--- src/hdl/sha512_pkg.sv ---
package sha512_pkg;

	localparam int WordW = 64;
	localparam int Rounds = 80;
	localparam int RoundW = 7;
	localparam int BlockBytes = 128;
	localparam int PosW = 7;
	localparam int CountW = 61;
	localparam int LenPos = 112;

	// Work request passed from the front end to the compression engine
	typedef struct packed {
		logic [16*WordW-1:0] block;
		logic                final_blk;
	} blk_req_t;

	localparam logic [WordW-1:0] INIT_H [8] = '{
		64'h6a09e667f3bcc908, 64'hbb67ae8584caa73b, 64'h3c6ef372fe94f82b, 64'ha54ff53a5f1d36f1,
		64'h510e527fade682d1, 64'h9b05688c2b3e6c1f, 64'h1f83d9abfb41bd6b, 64'h5be0cd19137e2179
	};

	localparam logic [WordW-1:0] ROUND_K [80] = '{
		64'h428a2f98d728ae22, 64'h7137449123ef65cd, 64'hb5c0fbcfec4d3b2f, 64'he9b5dba58189dbbc,
		64'h3956c25bf348b538, 64'h59f111f1b605d019, 64'h923f82a4af194f9b, 64'hab1c5ed5da6d8118,
		64'hd807aa98a3030242, 64'h12835b0145706fbe, 64'h243185be4ee4b28c, 64'h550c7dc3d5ffb4e2,
		64'h72be5d74f27b896f, 64'h80deb1fe3b1696b1, 64'h9bdc06a725c71235, 64'hc19bf174cf692694,
		64'he49b69c19ef14ad2, 64'hefbe4786384f25e3, 64'h0fc19dc68b8cd5b5, 64'h240ca1cc77ac9c65,
		64'h2de92c6f592b0275, 64'h4a7484aa6ea6e483, 64'h5cb0a9dcbd41fbd4, 64'h76f988da831153b5,
		64'h983e5152ee66dfab, 64'ha831c66d2db43210, 64'hb00327c898fb213f, 64'hbf597fc7beef0ee4,
		64'hc6e00bf33da88fc2, 64'hd5a79147930aa725, 64'h06ca6351e003826f, 64'h142929670a0e6e70,
		64'h27b70a8546d22ffc, 64'h2e1b21385c26c926, 64'h4d2c6dfc5ac42aed, 64'h53380d139d95b3df,
		64'h650a73548baf63de, 64'h766a0abb3c77b2a8, 64'h81c2c92e47edaee6, 64'h92722c851482353b,
		64'ha2bfe8a14cf10364, 64'ha81a664bbc423001, 64'hc24b8b70d0f89791, 64'hc76c51a30654be30,
		64'hd192e819d6ef5218, 64'hd69906245565a910, 64'hf40e35855771202a, 64'h106aa07032bbd1b8,
		64'h19a4c116b8d2d0c8, 64'h1e376c085141ab53, 64'h2748774cdf8eeb99, 64'h34b0bcb5e19b48a8,
		64'h391c0cb3c5c95a63, 64'h4ed8aa4ae3418acb, 64'h5b9cca4f7763e373, 64'h682e6ff3d6b2b8a3,
		64'h748f82ee5defb2fc, 64'h78a5636f43172f60, 64'h84c87814a1f0ab72, 64'h8cc702081a6439ec,
		64'h90befffa23631e28, 64'ha4506cebde82bde9, 64'hbef9a3f7b2c67915, 64'hc67178f2e372532b,
		64'hca273eceea26619c, 64'hd186b8c721c0c207, 64'heada7dd6cde0eb1e, 64'hf57d4f7fee6ed178,
		64'h06f067aa72176fba, 64'h0a637dc5a2c898a6, 64'h113f9804bef90dae, 64'h1b710b35131c471b,
		64'h28db77f523047d84, 64'h32caab7b40c72493, 64'h3c9ebe0a15c9bebc, 64'h431d67c49c100d4c,
		64'h4cc5d4becb3e42b6, 64'h597f299cfc657e2a, 64'h5fcb6fab3ad6faec, 64'h6c44198c4a475817
	};

	function automatic logic [WordW-1:0] rotr(input logic [WordW-1:0] x, input int n);
		rotr = (x >> n) | (x << (WordW - n));
	endfunction

endpackage

--- src/hdl/sha512_front.sv ---
// Byte collector and padder: builds 128-byte blocks and issues them as requests
module sha512_front import sha512_pkg::*; (
	input  logic           clk,
	input  logic           arst_n,
	input  logic [7:0]     data_byte,
	input  logic           has_byte,
	input  logic           last,
	input  logic           in_valid,
	output logic           in_ready,
	output logic           req_valid,
	input  logic           req_ready,
	output blk_req_t       req
);

	typedef enum logic [1:0] {ST_COLLECT, ST_PAD, ST_LEN} fstate_t;

	fstate_t               state_q;
	logic [WordW-1:0]      buf_q [16];
	logic [CountW-1:0]     count_q;
	logic [CountW-1:0]     len_q;
	logic                  req_valid_q;
	logic                  req_final_q;
	logic [16*WordW-1:0]   req_blk_q;
	logic                  out_free;
	logic [PosW-1:0]       pos;
	logic [PosW-1:0]       ppos;
	logic [PosW-1:0]       pad_pos;
	logic                  take;
	logic                  blk_full;
	logic                  req_load;
	logic [WordW-1:0]      merged [16];
	logic [WordW-1:0]      padded [16];
	logic [16*WordW-1:0]   merged_pk;
	logic [16*WordW-1:0]   buf_pk;
	logic [2*WordW-1:0]    bitlen;

	assign out_free  = !req_valid_q || req_ready;
	assign in_ready  = (state_q == ST_COLLECT) && out_free;
	assign take      = in_valid && in_ready;
	assign pos       = count_q[PosW-1:0];
	assign ppos      = pos + PosW'(1);
	assign pad_pos   = has_byte ? ppos : pos;
	assign blk_full  = has_byte && (pos == PosW'(BlockBytes-1));
	assign req_load  = ((state_q == ST_COLLECT) && take && blk_full)
		|| ((state_q != ST_COLLECT) && out_free);
	assign req_valid = req_valid_q;
	assign req.block = req_blk_q;
	assign req.final_blk = req_final_q;
	assign bitlen    = {64'd0, len_q, 3'd0};

	// Current buffer view with the incoming byte merged in, big-endian words
	always_comb begin
		for (int w = 0; w < 16; w++) begin
			merged[w] = buf_q[w];
		end
		for (int i = 0; i < BlockBytes; i++) begin
			if (has_byte && pos == PosW'(i)) begin
				merged[i >> 3][(7 - (i & 7))*8 +: 8] = data_byte;
			end
		end
	end

	// Padding marker and zero fill after the last byte
	always_comb begin
		for (int w = 0; w < 16; w++) begin
			padded[w] = merged[w];
		end
		for (int i = 0; i < BlockBytes; i++) begin
			if (PosW'(i) == pad_pos) begin
				padded[i >> 3][(7 - (i & 7))*8 +: 8] = 8'h80;
			end else if (PosW'(i) > pad_pos) begin
				padded[i >> 3][(7 - (i & 7))*8 +: 8] = 8'h00;
			end
		end
	end

	// Word 0 in the top bits
	always_comb begin
		for (int w = 0; w < 16; w++) begin
			merged_pk[(15-w)*WordW +: WordW] = merged[w];
			buf_pk[(15-w)*WordW +: WordW]    = buf_q[w];
		end
	end

	// Collect, pad and hand blocks to the queue register
	always_ff @(posedge clk or negedge arst_n) begin
		if (!arst_n) begin
			state_q     <= ST_COLLECT;
			count_q     <= '0;
			req_valid_q <= 1'b0;
			req_final_q <= 1'b0;
		end else begin
			if (req_load) begin
				req_valid_q <= 1'b1;
			end else if (req_valid_q && req_ready) begin
				req_valid_q <= 1'b0;
			end
			unique case (state_q)
				ST_COLLECT: begin
					if (take) begin
						if (blk_full) begin
							req_blk_q   <= merged_pk;
							req_final_q <= 1'b0;
						end
						if (last) begin
							len_q   <= count_q + CountW'(has_byte);
							count_q <= '0;
							if (blk_full) begin
								// Full block goes now, padding starts on a fresh one
								for (int w = 0; w < 16; w++) begin
									if (w == 0) begin
										buf_q[w] <= {8'h80, 56'd0};
									end else begin
										buf_q[w] <= '0;
									end
								end
								state_q <= ST_LEN;
							end else begin
								for (int w = 0; w < 16; w++) begin
									buf_q[w] <= padded[w];
								end
								state_q <= (pad_pos >= PosW'(LenPos)) ? ST_PAD : ST_LEN;
							end
						end else begin
							for (int w = 0; w < 16; w++) begin
								buf_q[w] <= merged[w];
							end
							if (has_byte) begin
								count_q <= count_q + CountW'(1);
							end
						end
					end
				end
				ST_PAD: begin
					if (out_free) begin
						req_blk_q   <= buf_pk;
						req_final_q <= 1'b0;
						for (int w = 0; w < 16; w++) begin
							buf_q[w] <= '0;
						end
						state_q <= ST_LEN;
					end
				end
				ST_LEN: begin
					if (out_free) begin
						req_blk_q   <= {buf_pk[16*WordW-1:2*WordW], bitlen};
						req_final_q <= 1'b1;
						state_q     <= ST_COLLECT;
					end
				end
				default: state_q <= ST_COLLECT;
			endcase
		end
	end

`ifndef NO_ASSERTIONS
	a_no_take_busy: assert property (@(posedge clk) disable iff (!arst_n)
		(state_q != ST_COLLECT) |-> !in_ready)
		else $error("input taken while padding");
	a_req_hold: assert property (@(posedge clk) disable iff (!arst_n)
		(req_valid_q && !req_ready) |=> req_valid_q)
		else $error("block request dropped");
	a_len_final: assert property (@(posedge clk) disable iff (!arst_n)
		(state_q == ST_LEN && out_free) |=> (req_valid_q && req_final_q))
		else $error("final block not issued");
`endif

endmodule

--- config.mk ---
export PLATFORM = sky130hd
export DESIGN_NAME = sha512_front
export DESIGN_NICKNAME = d
export VERILOG_FILES = /design/src/hdl/sha512_pkg.sv /design/src/hdl/sha512_front.sv
export SDC_FILE = /design/constraint.sdc
export NUM_CORES = 2
export LEC_CHECK = 0
export BUFFER_PORTS_ARGS = -buffer_cell sky130_fd_sc_hd__clkbuf_2
export CORE_ASPECT_RATIO = 1.25
export CORE_MARGIN = 1
export CORE_UTILIZATION = 45
export DETAILED_ROUTE_END_ITERATION = 6
export HOLD_SLACK_MARGIN = 0.05
export PLACE_DENSITY_LB_ADDON = 0.08
export SYNTH_ARGS = -nofsm -noshare
export SYNTH_HDL_FRONTEND = slang
export SYNTH_SLANG_ARGS = --single-unit
--- constraint.sdc ---
create_clock -name clk -period 70.2 [get_ports clk]
set_input_delay 7.02 -clock clk [delete_from_list [all_inputs] [get_ports clk]]
set_output_delay 7.02 -clock clk [all_outputs]
set_load 0.03 [all_outputs]
# --- Word level (Yosys, flattened, before mapping) ---
# Memory sizes are Yosys's and may differ from the RTL's.
# Cells that the tools add are included.
word_totals:
  input_bits: 14
  reg_bits: 1150
  mem_bits_rw: 1024
  n_memories: 1
  elab_cells: 1072
  output_inout_bits: 1027
op_classes:
  n_mux: 471
  bitwise: 48
  n_eq_ne: 261
  addsub: 3
  n_reduce_logical: 153
  n_lt_le_gt_ge: 129
mem_list:
  columns: ["memory", "depth", "word_bits", "rd", "rd_ports_with_merged_regs", "wr", "line_no", "source"]
  rows:
  - ["buf_q", 16, 64, 16, 0, 16, "sha512_front.sv:18", "logic [WordW-1:0] buf_q [16];"]
op_table:
  columns: ["op", "count"]
  rows:
  - ["1024-bit two-way mux", 4]
  - ["64-bit two-way mux", 48]
  - ["8-bit two-way mux", 384]
  - ["1024-bit case mux with 3 select lines", 1]
  - ["7-bit equality test, first input constant", 64]
  - ["7-bit equality test, second input constant", 64]
  - ["7-bit > comparator, first input constant", 64]
  - ["6-bit by 7-bit equality test with 1-bit output, first input constant", 32]
  - ["7-bit by 6-bit equality test with 1-bit output, second input constant", 32]
  - ["6-bit by 7-bit > comparator with 1-bit output, first input constant", 32]
  - ["1-bit logical AND", 138]
  - ["61-bit two-way mux", 2]
  - ["5-bit by 7-bit equality test with 1-bit output, first input constant", 16]
  - ["7-bit by 5-bit equality test with 1-bit output, second input constant", 16]
  - ["5-bit by 7-bit > comparator with 1-bit output, first input constant", 16]
  - ["61-bit by 1-bit adder with 61-bit output", 1]
  - ["61-bit by 1-bit adder with 61-bit output, second input constant", 1]
  - ["4-bit by 7-bit equality test with 1-bit output, first input constant", 8]
  - ["7-bit by 4-bit equality test with 1-bit output, second input constant", 8]
  - ["4-bit by 7-bit > comparator with 1-bit output, first input constant", 8]
  - ["1-bit OR", 48]
  - ["3-bit by 7-bit equality test with 1-bit output, first input constant", 4]
  - ["7-bit by 3-bit equality test with 1-bit output, second input constant", 4]
  - ["3-bit by 7-bit > comparator with 1-bit output, first input constant", 4]
  - ["26 further kinds", 66]

# --- Depth between registers and ports, before layout ---
logic_depth:
  depth_word: 11
  ltp_mapped: 13
  mapped_depth_nobuf: 10

# --- Worst setup path before layout ---
# OpenSTA, ideal clock, no wires.
synth_timing:
  kind: "input port to flip-flop"
  startpoint: "input has_byte"
  endpoint: "register req_blk_q[0], enable pin"
  t_required_ns: 68.672
  arrival_ns: 31.104
  n_path_buf: 2
  setup_ns: 1.528
  cell_stages: 6
  path_slack_ns: 37.568
  cell_sequence: "buf_4 > buf_6 > and4_1 > nand2_1 > a211oi_1 > and2_1"
synth_between:
  elab_chain_cells: 3
synth_rtl:
  columns: ["item", "line_no", "source"]
  rows:
  - ["start, declared", "sha512_front.sv:6", "input logic has_byte,"]
  - ["1-bit logical AND", "sha512_front.sv:43", "assign blk_full = has_byte && (pos == PosW'(BlockBytes-1));"]
  - ["2-bit != test (no source line)", null, null]
  - ["6-bit AND reduction (no source line)", null, null]
  - ["end signal, assigned", "sha512_front.sv:102", "req_blk_q <= merged_pk;"]
  - ["end signal, assigned", "sha512_front.sv:136", "req_blk_q <= buf_pk;"]
  - ["end signal, assigned", "sha512_front.sv:146", "req_blk_q <= {buf_pk[16*WordW-1:2*WordW], bitlen};"]
  - ["end, declared", "sha512_front.sv:23", "logic [16*WordW-1:0] req_blk_q;"]
# No other way between the ends.
# A chain may end at the register's enable or synchronous reset.

# --- Worst setup path after layout ---
layout_timing:
  startpoint: "input req_ready"
  endpoint: "output in_ready"
layout_between:
  elab_chain_cells: 2
layout_rtl:
  columns: ["item", "line_no", "source"]
  rows:
  - ["start, declared", "sha512_front.sv:11", "input logic req_ready,"]
  - ["1-bit logical OR", "sha512_front.sv:37", "assign out_free = !req_valid_q || req_ready;"]
  - ["1-bit logical AND", "sha512_front.sv:38", "assign in_ready = (state_q == ST_COLLECT) && out_free;"]
  - ["end, declared", "sha512_front.sv:9", "output logic in_ready,"]
# No other way between the ends.

==> results.yml <==
grt:
  grt_pass1_wl_mm: 552
  track_usage_pct: 37.3
  grt_pass1_vias: 69200
  antenna_found_initial: 20
  grt_start_max_net_pins: 198
  grt_overflow_total: 0
placed_design:
  dpl.hpwl_mm: 282
  io_buffer_count: 1040
  dpl-instance-area_um2: 102000
  finalWeightedCongestion: 0.983
power_and_ir_drop:
  switching_share_pct: 37.7
  p_int_mw: 2.42
  power.share.sequential_pct: 43.7
  pwr-share-comb_pct: 27.2
  leakage_nw: 39.9
  power.total_mw: 3.89
  p_per_area_nw_per_um2: 35.8
  p_switching_mw: 1.47
  clkPwrFrac_pct: 29.1
  max-vdd-ir-drop_v: 0.0000309
sta:
  tightest_slew_ns: 1.42
  period_share_pct: 21.5
  hold_viol_final: 0
  setup_tns_ns: 0
  final.min_clock_period_ns: 15.12
  rsz0062_at_grt: "false"
  slew_violations: 0
  setup_viol_count_final: 0
  max_freq_ghz: 0.0661
  relSlewSlack_pct: 5.03
  finalClockSkew_ns: 0.0561
detailed_routing:
  dr_wl_met2_mm: 179
  routedWlPerCell_um: 34.4
  avgViaCountPerCell: 6.26
  drtIter0Drc: 9330
  highest_layer: "met5"
  dr.pass1.iters: 7
  antenna_left: 0
  vias: 73500
  routed_wl_mm: 404
  remaining_drc_errors: 355
  drt-met1-wl_mm: 153
  wl_met3_mm: 47.0
clock_tree:
  cts_root_buf: "clkbuf_16"
  clkTransAtPathRegs_ns: 0.06
  cts_resized: 0
  numCtsBuffers: 213
  cts_sinks: 2174
  clk_path_buf_depth: 3
  cts_hold_buf: 0
  h-tree-depth: 4
  postCtsSetupBuffers: 0
  cts_tree: "built"
  worstSkewPairLatency_ns: 0.89
critical_path:
  crit_path_max_incr_delay_ns: 0.44
  cp_top_family: "simple AND/OR/NAND/NOR gates"
  cp.arrival_ns: 8.10
  crit_chain: "clkbuf_2 -> nor2b_1 -> nor2_1 -> clkbuf_2"
  endpoint_kind: "primary output"
  reg2regPathDepth: 7
  path_buf_inv: 2
  crit_required_ns: 63.18
  crit_slowest_cell: "nor2_1"
  critPathLaunchType: "input pin"
  cpMostUsedCell: "clkbuf_2"
  critPathMaxFanout: 5
  critical_path_class: "input pin to primary output"
  critical_path_depth: 4
flow_run:
  maxCapViolCount: 0
logic_synthesis:
  syn_nets: 7944
  syn_inst: 7919
  ys_async_sr_fraction_pct: 2.99
  ys_ff_latch: 2174
  synthFlopType: "edfxtp_1"
  synth_area_um2: 93500
  synth_edf_count: 1597
  yosysSeqAreaShare_pct: 64.0
  yosysUniqueCellTypes: 106
  post_synth.cell_area_avg_um2: 11.8
  ys_warn_count: 0
layout:
  syn2layout_area_growth_pct: 16.1
  final_nets: 8854
  ff_latch_area_um2: 59800
  fillers: 18300
  design_area_um2: 109000
  multi_input_area_um2: 31500
  drive_gt1_share_pct: 18.9
floorplanning:
  dieArea_um2: 210000
  fp-row-count: 186
  io_pins: 1041
  coreArea_um2: 206000
  start_util_pct: 45.4
  die_w_um: 410
  chipHeight_um: 512
hold_path:
  hold_path_class: "flop to flop"
  hold_path_depth: 2
status:
  failed_checks: "design-rule violations"
  status: "complete, but fails checks"
metal layers:
layer / vias up / track usage (%)
met4: 16 / 20.0
met2: 4391 / 56.4
li1: 31300 / -
met5: - / 0
met1: 36800 / 46.9
met3: 912 / 12.8
area by class of cell:
cell class	instances	area share (%)
diodes	7	0.0161
clock buffers	277	5.20
clock inverters	117	0.980
inverters	97	0.343
multi-input cells	5118	29.0
flip-flops and latches	2174	55.1
well taps	2726	3.14
repair buffers	1225	6.17
cell families after synthesis:
group | Yosys count | synth area share, %
simple gates | 2325 | 10.7
xor+xnor | 113 | 1.08
flops | 2174 | 64.0
buf+inv | 627 | 2.64
mux | 548 | 5.88
compound gates | 2121 | 15.6
fa+ha+maj | 11 | 0.147
sequential cells by signal, summed over array words and instances, names as in the netlist:
| register | cells |
|---|---|
| req_valid | 1 |
| req_blk_q | 1024 |
| len_q | 61 |
| count_q | 61 |
| req_final_q | 1 |
| buf_q | 1024 |
| state_q | 2 |
synth_stat cells, types with 11 or more instances:
cell type  instances  area (µm²)
a32o_1            31         310
and4_1            11        96.3
o21ai_0          802        4010
nor3_1            83         415
buf_1             68         255
nand4_1           47         294
a21oi_1          176         881
o2bb2ai_1         81         709
a22o_1           546        4780
o32a_1            12         120
nand2b_1          32         200
nand2_1         1043        3920
mux2i_1          539        5400
o22ai_1           26         163
xor2_1            52         455
nor2_1           784        2940
xnor2_1           58         508
o21ai_1          116         581
nor4_1            20         125
and2_1            42         263
nand3_1          102         510
inv_1             94         353
o31ai_1           16         120
ha_1              11         138
or3_1             20         125
o21a_1            17         128
a22oi_1           25         188
clkbuf_1         393        1480
a32oi_1           12         105
o22a_1            12         105
a21o_1            12        90.1
nor2b_1           19         119
a31oi_1           24         150
dfxtp_1          512       10200
dfrtp_1           65        1630
o211ai_1          16         120
a222oi_1          63         631
o31ai_2           12         150
buf_2             60         300
and3_1            23         144
edfxtp_1        1597       48000
nor2_2            36         225
worst paths after layout:
path | start | end | slack, ns
hold / removal | buf_q[1][486]$_SDFFE_PP0P_ | buf_q[1][486]$_SDFFE_PP0P_ | 0.45
setup / recovery | req_ready | in_ready | 55.08
hold reg to reg | buf_q[1][486]$_SDFFE_PP0P_ | buf_q[1][486]$_SDFFE_PP0P_ | 0.45
min in group asynchronous | arst_n | count_q[41]$_DFFE_PN0P_ | 6.16
setup reg to reg | count_q[1]$_DFFE_PN0P_ | req_blk_q[911]$_DFFE_PP_ | 63.99
max in group asynchronous | arst_n | count_q[14]$_DFFE_PN0P_ | 63.60
power groups by stage:
stage	Clock, mW	Sequential (mW)	Combinational, mW
3_3_place_gp	0	1.72	1.04
4_1_cts	1.14	1.70	1.04
2_1_floorplan	0	2.06	0.412
5_1_grt	1.18	1.71	1.10
6_report	1.13	1.70	1.06
3_5_place_dp	0	1.72	1.04
per-stage QoR:
step / hold slack (ns) / setup slack (ns) / util (%) / cells
CTS: 0.454 / 55.14 / 52.7 / 11700
floorplan: 0.425 / 37.57 / - / 7919
global placement: 0.437 / 55.13 / 49.4 / 11300
finish: 0.454 / 55.08 / 52.7 / 11700
global route: 0.472 / 55.11 / 52.7 / 11700
detailed placement: 0.440 / 55.14 / 49.4 / 11300
worst register-to-register path, stage by stage (launching register included):
cell      delay, ns
dfrtp_1        0.77
ha_1           0.75
and3_1         0.43
nand2_1        0.40
a211oi_1       0.54
and2_4         0.95
buf_4          0.92
buf_4          0.96
placed cells by master, fill, tap and decap left out, types with 43 or more instances in the layout:
cell       Yosys  routed
a21oi_1      176     174
a222oi_1      63      63
a22o_1       546     546
buf_4          8     181
clkbuf_1     393      58
clkbuf_16      0     214
clkbuf_2       0    1031
clkinv_2       0      43
dfrtp_1       65      65
dfxtp_1      512     512
edfxtp_1    1597    1597
inv_1         94      92
mux2i_1      539     539
nand2_1     1043    1042
nand3_1      102      99
nand4_1       47      47
nor2_1       784     775
nor2_2        36      45
nor3_1        83      79
o21ai_0      802     801
o21ai_1      116     113
o2bb2ai_1     81      81
xnor2_1       58      58
xor2_1        52      51
No activity file was read; power rests on OpenSTA's default activity.
